$ cat config.mk
export PLATFORM = sky130hd
export DESIGN_NAME = periodic_event_scheduler_flat
export DESIGN_NICKNAME = d
export VERILOG_FILES = /design/src/rtl/core/pes_pkg.sv /design/src/rtl/core/pes_intf.sv /design/src/rtl/core/pes_apb_regs.sv /design/src/rtl/core/periodic_event_scheduler.sv /design/src/flat_wrapper.sv
export SDC_FILE = /design/constraint.sdc
export NUM_CORES = 1
export LEC_CHECK = 0
export BUFFER_PORTS_ARGS = -buffer_cell sky130_fd_sc_hd__buf_2
export CORE_UTILIZATION = 48
export DETAILED_ROUTE_END_ITERATION = 16
export REMOVE_ABC_BUFFERS = 1
export SYNTH_ARGS = -nofsm -noshare
export SYNTH_HDL_FRONTEND = slang
export SYNTH_SLANG_ARGS = --single-unit
$ cat constraint.sdc
create_clock -name clk_i -period 14.5 [get_ports clk_i]
set_input_delay 0.725 -clock clk_i [delete_from_list [all_inputs] [get_ports clk_i]]
set_output_delay 0.725 -clock clk_i [all_outputs]
set_load 0.005 [all_outputs]
$ cat src/rtl/core/pes_pkg.sv
// Shared types, constants and reset values for the periodic event scheduler.
package pes_pkg;

  // Event table geometry
  localparam int NumEvents  = 5;   // events that a poll scans
  localparam int EventSlots = 5;   // event entries kept in storage
  localparam int IdxW       = 3;   // width of the event_index field
  localparam int TickW      = 32;
  localparam int CmdW       = 2;
  localparam int MaskW      = 5;

  // Config port geometry
  localparam int DataW = 32;
  localparam int AddrW = 5;

  typedef logic [TickW-1:0] tick_t;

  typedef enum logic [CmdW-1:0] {
    CMD_POLL     = 2'd0,
    CMD_ACTIVATE = 2'd1,
    CMD_ENABLE   = 2'd2,
    CMD_DISABLE  = 2'd3
  } cmd_e;

  // Register map, word index
  typedef enum logic [2:0] {
    REG_PERIOD0 = 3'd0,
    REG_PERIOD1 = 3'd1,
    REG_PERIOD2 = 3'd2,
    REG_PERIOD3 = 3'd3,
    REG_PERIOD4 = 3'd4,
    REG_ONESHOT = 3'd5
  } reg_e;

  typedef enum logic [1:0] {
    ST_IDLE,
    ST_SCAN,
    ST_DONE
  } state_e;

  // Configuration seen by the scheduler core
  typedef struct packed {
    tick_t [EventSlots-1:0] period;
    logic  [MaskW-1:0]      oneshot;
  } pes_cfg_t;

  // Reset values, entry zero on the right
  localparam tick_t [EventSlots-1:0] PeriodReset =
    {32'd180000, 32'd10, 32'd1000, 32'd20000, 32'd1000};
  localparam logic [MaskW-1:0] OneshotReset = 5'b01000;
  localparam logic [EventSlots-1:0] EnableReset = 5'b10011;
  localparam tick_t [EventSlots-1:0] StampReset =
    {32'd0, 32'd0, 32'd0, 32'd1, 32'd0};

endpackage

$ cat src/rtl/core/pes_intf.sv
// Valid/ready channel interfaces for scheduler requests and responses.
interface pes_req_if;
  import pes_pkg::*;

  logic                valid;
  logic                ready;
  logic [CmdW-1:0]     cmd;
  logic [IdxW-1:0]     event_index;
  logic [TickW-1:0]    now;

  modport source (output valid, cmd, event_index, now, input ready);
  modport sink   (input valid, cmd, event_index, now, output ready);
endinterface

interface pes_rsp_if;
  import pes_pkg::*;

  logic                valid;
  logic                ready;
  logic [MaskW-1:0]    fire_mask;
  logic                accepted;

  modport source (output valid, fire_mask, accepted, input ready);
  modport sink   (input valid, fire_mask, accepted, output ready);
endinterface

$ cat src/rtl/core/pes_apb_regs.sv
// APB register file: event periods and one-shot mask.
module pes_apb_regs (
  input  logic                       clk_i,
  input  logic                       rst_ni,
  input  logic                       psel,
  input  logic                       penable,
  input  logic                       pwrite,
  input  logic [pes_pkg::AddrW-1:0]  paddr,
  input  logic [pes_pkg::DataW-1:0]  pwdata,
  output logic [pes_pkg::DataW-1:0]  prdata,
  output logic                       pready,
  output pes_pkg::pes_cfg_t          cfg_o
);
  import pes_pkg::*;

  tick_t [EventSlots-1:0] period_q;
  logic  [MaskW-1:0]      oneshot_q;
  logic  [2:0]            reg_idx;
  logic                   wr_en;

  assign pready  = 1'b1;
  assign reg_idx = paddr[AddrW-1:2];
  assign wr_en   = psel && penable && pwrite;

  // Register writes; addresses past the map are dropped
  always_ff @(posedge clk_i or negedge rst_ni) begin
    if (!rst_ni) begin
      period_q  <= PeriodReset;
      oneshot_q <= OneshotReset;
    end else if (wr_en) begin
      if (reg_idx < REG_ONESHOT) begin
        period_q[reg_idx] <= pwdata[TickW-1:0];
      end else if (reg_idx == REG_ONESHOT) begin
        oneshot_q <= pwdata[MaskW-1:0];
      end
    end
  end

  // Read mux
  always_comb begin
    prdata = '0;
    if (reg_idx < REG_ONESHOT) begin
      prdata = period_q[reg_idx];
    end else if (reg_idx == REG_ONESHOT) begin
      prdata = {{(DataW-MaskW){1'b0}}, oneshot_q};
    end
  end

  assign cfg_o.period  = period_q;
  assign cfg_o.oneshot = oneshot_q;

endmodule

$ cat src/rtl/core/periodic_event_scheduler.sv
// Periodic event scheduler: one shared due-check unit walks the events per poll.
// Poll steps: accept the request, scan the events one per cycle through the
//   shared subtract/compare unit, then load the result register.
// Commands skip the scan. Not ready while an item is in flight.
// Result register lets the next item enter while a response waits to be taken.
// Async active-low reset restores periods, mask, enable flags and stamps.
module periodic_event_scheduler (
  input  logic                       clk_i,
  input  logic                       rst_ni,
  pes_req_if.sink                    req_i,
  pes_rsp_if.source                  rsp_o,
  input  logic                       psel,
  input  logic                       penable,
  input  logic                       pwrite,
  input  logic [pes_pkg::AddrW-1:0]  paddr,
  input  logic [pes_pkg::DataW-1:0]  pwdata,
  output logic [pes_pkg::DataW-1:0]  prdata,
  output logic                       pready
);
  import pes_pkg::*;

  pes_cfg_t cfg;

  state_e state_q, state_d;
  logic [IdxW-1:0]        cnt_q;
  tick_t                  now_q;
  logic [MaskW-1:0]       fired_q;
  logic                   acc_q;
  logic [EventSlots-1:0]  en_q;
  tick_t [EventSlots-1:0] stamp_q;

  logic                   out_valid_q;
  logic [MaskW-1:0]       out_fire_q;
  logic                   out_acc_q;

  logic   in_fire, out_free, load_out, idx_ok, is_poll, last_evt;
  cmd_e   cmd;
  tick_t  stamp_sel, period_sel, diff;
  logic   due;

  pes_apb_regs u_regs (
    .clk_i   (clk_i),
    .rst_ni  (rst_ni),
    .psel    (psel),
    .penable (penable),
    .pwrite  (pwrite),
    .paddr   (paddr),
    .pwdata  (pwdata),
    .prdata  (prdata),
    .pready  (pready),
    .cfg_o   (cfg)
  );

  assign cmd      = cmd_e'(req_i.cmd);
  assign is_poll  = (cmd == CMD_POLL);
  assign idx_ok   = (req_i.event_index < IdxW'(NumEvents));
  assign in_fire  = req_i.valid && req_i.ready;
  assign out_free = !out_valid_q || rsp_o.ready;
  assign last_evt = (cnt_q == IdxW'(NumEvents - 1));

  // Shared due-check unit: wrapping age against period
  assign stamp_sel  = stamp_q[cnt_q];
  assign period_sel = cfg.period[cnt_q];
  assign diff       = now_q - stamp_sel;
  assign due        = en_q[cnt_q] && ((stamp_sel == '0) || (diff >= period_sel));

  // Next state
  always_comb begin
    state_d = state_q;
    unique case (state_q)
      ST_IDLE: begin
        if (in_fire) state_d = is_poll ? ST_SCAN : ST_DONE;
      end
      ST_SCAN: begin
        if (last_evt) state_d = ST_DONE;
      end
      ST_DONE: begin
        if (out_free) state_d = ST_IDLE;
      end
      default: state_d = ST_IDLE;
    endcase
  end

  // State outputs
  always_comb begin
    req_i.ready = 1'b0;
    load_out    = 1'b0;
    unique case (state_q)
      ST_IDLE: req_i.ready = 1'b1;
      ST_SCAN: ;
      ST_DONE: load_out = out_free;
      default: ;
    endcase
  end

  // Control and event state
  always_ff @(posedge clk_i or negedge rst_ni) begin
    if (!rst_ni) begin
      state_q     <= ST_IDLE;
      cnt_q       <= '0;
      en_q        <= EnableReset;
      stamp_q     <= StampReset;
      out_valid_q <= 1'b0;
    end else begin
      state_q <= state_d;
      if (in_fire) begin
        cnt_q <= '0;
        if (!is_poll && idx_ok) begin
          unique case (cmd)
            CMD_ACTIVATE: begin
              en_q[req_i.event_index]    <= 1'b1;
              stamp_q[req_i.event_index] <= '0;
            end
            CMD_ENABLE: begin
              en_q[req_i.event_index]    <= 1'b1;
              stamp_q[req_i.event_index] <= req_i.now;
            end
            CMD_DISABLE: en_q[req_i.event_index] <= 1'b0;
            default: ;
          endcase
        end
      end else if (state_q == ST_SCAN) begin
        cnt_q <= cnt_q + 1'b1;
        if (due) begin
          stamp_q[cnt_q] <= now_q;
          if (cfg.oneshot[cnt_q]) en_q[cnt_q] <= 1'b0;
        end
      end
      if (load_out) begin
        out_valid_q <= 1'b1;
      end else if (rsp_o.ready) begin
        out_valid_q <= 1'b0;
      end
    end
  end

  // Payload registers
  always_ff @(posedge clk_i) begin
    if (in_fire) begin
      now_q   <= req_i.now;
      fired_q <= '0;
      acc_q   <= is_poll || idx_ok;
    end else if (state_q == ST_SCAN && due) begin
      fired_q[cnt_q] <= 1'b1;
    end
    if (load_out) begin
      out_fire_q <= fired_q;
      out_acc_q  <= acc_q;
    end
  end

  assign rsp_o.valid     = out_valid_q;
  assign rsp_o.fire_mask = out_fire_q;
  assign rsp_o.accepted  = out_acc_q;

`ifndef NO_ASSERTIONS
  // Scan counter never walks past the last event
  a_scan_range: assert property (@(posedge clk_i) disable iff (!rst_ni)
    (state_q == ST_SCAN) |-> (cnt_q < IdxW'(NumEvents)))
    else $error("scan counter out of range");

  // A command skips the scan and goes straight to the result
  a_cmd_done: assert property (@(posedge clk_i) disable iff (!rst_ni)
    (in_fire && !is_poll) |=> (state_q == ST_DONE))
    else $error("command did not go to result state");

  // A rejected command never reports fired events
  a_reject_quiet: assert property (@(posedge clk_i) disable iff (!rst_ni)
    (load_out && !acc_q) |-> (fired_q == '0))
    else $error("rejected command with fire bits");

  // A poll always completes its scan in the cycle after the last event
  a_scan_end: assert property (@(posedge clk_i) disable iff (!rst_ni)
    (state_q == ST_SCAN && last_evt) |=> (state_q == ST_DONE))
    else $error("scan did not end after last event");
`endif

endmodule

$ cat src/flat_wrapper.sv
// flat-port wrapper written by rule: the top's interface ports become plain ports
module periodic_event_scheduler_flat import pes_pkg::*;
  (clk_i, rst_ni, psel, penable, pwrite, paddr, pwdata, prdata, pready, req_i_valid, req_i_cmd, req_i_event_index, req_i_now, req_i_ready, rsp_o_valid, rsp_o_fire_mask, rsp_o_accepted, rsp_o_ready);
  pes_req_if req_i_i ();
  pes_rsp_if rsp_o_i ();
  input  logic clk_i;
  input  logic rst_ni;
  input  logic psel;
  input  logic penable;
  input  logic pwrite;
  input  logic [pes_pkg::AddrW-1:0] paddr;
  input  logic [pes_pkg::DataW-1:0] pwdata;
  output logic [pes_pkg::DataW-1:0] prdata;
  output logic pready;
  input wire logic [$bits(req_i_i.valid)-1:0] req_i_valid;
  input wire logic [$bits(req_i_i.cmd)-1:0] req_i_cmd;
  input wire logic [$bits(req_i_i.event_index)-1:0] req_i_event_index;
  input wire logic [$bits(req_i_i.now)-1:0] req_i_now;
  output wire logic [$bits(req_i_i.ready)-1:0] req_i_ready;
  output wire logic [$bits(rsp_o_i.valid)-1:0] rsp_o_valid;
  output wire logic [$bits(rsp_o_i.fire_mask)-1:0] rsp_o_fire_mask;
  output wire logic [$bits(rsp_o_i.accepted)-1:0] rsp_o_accepted;
  input wire logic [$bits(rsp_o_i.ready)-1:0] rsp_o_ready;
  assign req_i_i.valid = req_i_valid;
  assign req_i_i.cmd = req_i_cmd;
  assign req_i_i.event_index = req_i_event_index;
  assign req_i_i.now = req_i_now;
  assign req_i_ready = req_i_i.ready;
  assign rsp_o_valid = rsp_o_i.valid;
  assign rsp_o_fire_mask = rsp_o_i.fire_mask;
  assign rsp_o_accepted = rsp_o_i.accepted;
  assign rsp_o_i.ready = rsp_o_ready;
  periodic_event_scheduler u_core (.clk_i(clk_i), .rst_ni(rst_ni), .req_i(req_i_i), .rsp_o(rsp_o_i), .psel(psel), .penable(penable), .pwrite(pwrite), .paddr(paddr), .pwdata(pwdata), .prdata(prdata), .pready(pready));
endmodule
==> results.toml <==
[outcome]
status = "finished, final reports clean"

[route]
routed_wl_um = 74600
avgRoutedWirePerCell_um = 25.1
drc = 0
vias = 19400
ant_nets = 0
drtIter0Drc = 1978
via_per_inst = 6.52
drt_first_pass_iters = 6

[critical_path]
crit_type = "reg -> reg"
crit_start = "u_core.cnt_q[1]"
r2r-end = "u_core.stamp_q[17]"
cpMostUsedCell = "o21ai_0"
worst-r2r-cell-count = 25
cp.required_ps = 14940
critPathSlowestCell = "dfrtp_4"
endpoint_kind = "flop"
cp_max_fo = 42
cp_top_family = "compound AO/OA/AOI/OAI gates"
crit_cells = 25
path_buf_inv = 2
critPathMaxStageDelay_ps = 970
critical_path.startpoint_type = "flop"
cp.arrival_ps = 9460
r2r_start = "u_core.cnt_q[1]"
rrSetupSlack_ps = 5480

[synthesis]
yosysTopAreaCell = "dfrtp_1"
synth_common_cells = "dfrtp_1, nand2_1, mux2_2"
syn_avg_cell_area_um2 = 10.5
synth_enable_flop_cells = 39
ys.warnings.count = 0
synth_top_cells_by_area = "dfrtp_1, mux2_2, mux2_1"
synthCells = 2261
ys_seq_area_share_pct = 40.8
netlist.area_leader.share_pct = 31.8
async_reset_ff_share_pct = 88.4
synth_cell_types = 75
ys_ff_latch = 380
netlist_area_mm2 = 0.0238
yosysMostFrequentCell = "dfrtp_1"
ys.flop_type = "dfrtp_1"

[place]
placed_cell_area_mm2 = 0.0248
place_hpwl_um = 44600
port_buffers = 118
place_congestion = 0.905

[final_layout]
final.fill_count = 4307
antennaDiodeCount = 0
areaGrowthSynthToFinish_pct = 9.95
num-nets-final = 2424
drive_above_1_share_pct = 22.1
fin_area_mm2 = 0.0262

[cts]
holdBufCountCts = 0
cts_resized = 0
cts_root_buffer = "clkbuf_16"
cts.clk_slew.worst_paths_ps = 60
post-cts-setup-buffer-count = 0
h-tree-depth = 2
clk_latency_ps = 580
cts_sinks = 380
cts_tree = "yes"
cts_buffers = 45
clk_path_buf_depth = 3

[sta]
setup_viol = 0
hold_viol = 0
rsz0062_at_grt = "false"
fin_crit_sh_pct = 62.2
fin_crit_ps = 9020
max_slew_margin_pct = 18.9
tightest_slew_ps = 1200
slew_violations = 0
fmax_mhz = 111
clock_skew_ps = 28.1
tns_ps = 0

[global_routing]
grt_overflow_total = 0
first_global_vias = 19000
antenna_found_initial = 1
grt_max_degree = 160
gr-usage-all-layers_pct = 29.5
grt_pass1_wl_um = 115000

[power]
leakagePower_nw = 11.3
cellPowerDensity_mw_per_mm2 = 206
irDropWorstVdd_v = 0.0000983

[die]
num_rows = 81
dieWidth_um = 225
die_area_mm2 = 0.0505
die_y_um = 225
io_pins = 122
core_area_mm2 = 0.0490
start_util_pct = 48.7

[job]
maxCapViolations = 0

[hold_path]
hold_path.class = "in -> async"
sequential cells by signal, indices dropped and copies added, names as in the netlist, named ones only:
name	cells
u_core.now_q	32
u_core.u_regs.oneshot_q	5
u_core.stamp_q	160
u_core.acc_q	1
u_core.state_q	2
u_core.rsp_o.accepted	1
u_core.fired_q	5
u_core.rsp_o.fire_mask	5
u_core.cnt_q	3
u_core.u_regs.cfg_o	160
u_core.rsp_o.valid	1
metal layers:
metal	share of wire [%]	global-route usage, %
met4	2.3	8.40
met3	6.4	4.64
met1	44	41.1
met5	0.017	0
met2	47	47.4
worst max-delay path by stage:
| stage | endpoint | slack, ps |
|---|---|---|
| global route | u_core.stamp_q[9] | 5170 |
| floorplan | u_core.stamp_q[0] | 4540 |
| finish | u_core.stamp_q[17] | 5480 |
| detailed placement | u_core.stamp_q[0] | 5730 |
| CTS | u_core.stamp_q[0] | 5670 |
| global placement | u_core.stamp_q[31] | 5840 |
per-stage QoR:
stage,setup WS [ps],hold slack [ps],util (%),power (mW),instances
floorplan,4540,400,-,3.42,2071
CTS,5670,221,53.5,5.39,2971
global route,5170,245,53.5,5.75,2971
global placement,5840,402,50.6,4.16,2890
finish,5480,184,53.5,5.40,2971
detailed placement,5730,407,50.6,4.24,2890
kinds of logic after synthesis:
kind of cell,count (synthesis),synth area share (%)
other,1,0.0157
adders and majority gates,70,3.71
and+or+nand+nor,458,8.43
buffers and inverters,216,4.17
muxes,455,22.2
AOI/OAI and AO/OA,653,19.7
DFF,380,40.8
xor gates and xnor gates,28,1.03
cell type report:
cell class                      instances  area, µm²  area share, %
Clock inverter                         16        160          0.611
Multi-Input combinational cell       1665      13200           50.4
Timing Repair Buffer                  155        891           3.40
Sequential cell                       380       9730           37.1
Tap cell                              664        831           3.17
Inverter                               26        103          0.392
Clock buffer                           65       1290           4.93
where the power goes:
group          total [mW]  switching [mW]  internal [mW]  leakage (nW)
clock network        1.14           0.466          0.670         0.718
registers            1.63           0.273           1.36          4.76
logic                2.63            1.51           1.12          5.85
total                5.40            2.25           3.15          11.3
cells in the final DEF (no fill, tap or decap), drive strengths merged, types with 18 or more instances in the layout:
master    n
buf     155
o22ai   173
a21o     21
mux2    342
inv      24
nand3    18
o21ai    86
clkbuf   65
dfrtp   303
edfxtp   39
a22oi    25
xnor2    21
a221o    38
a21oi    76
mux4     24
ha       69
nand2   275
mux2i    89
nor2     68
a22o    165
nor3     18
dfstp    33
worst register-to-register path, delay by kind of cell (launching register included):
kind,cells,cell delay [ps]
AOI/OAI and AO/OA,12,3540
buffers and inverters,2,1060
adders and majority gates,3,1010
DFF,1,970
xor gates and xnor gates,1,180
and+or+nand+nor,6,1670
muxes,1,450
No activity file was read; power rests on OpenSTA's default activity.
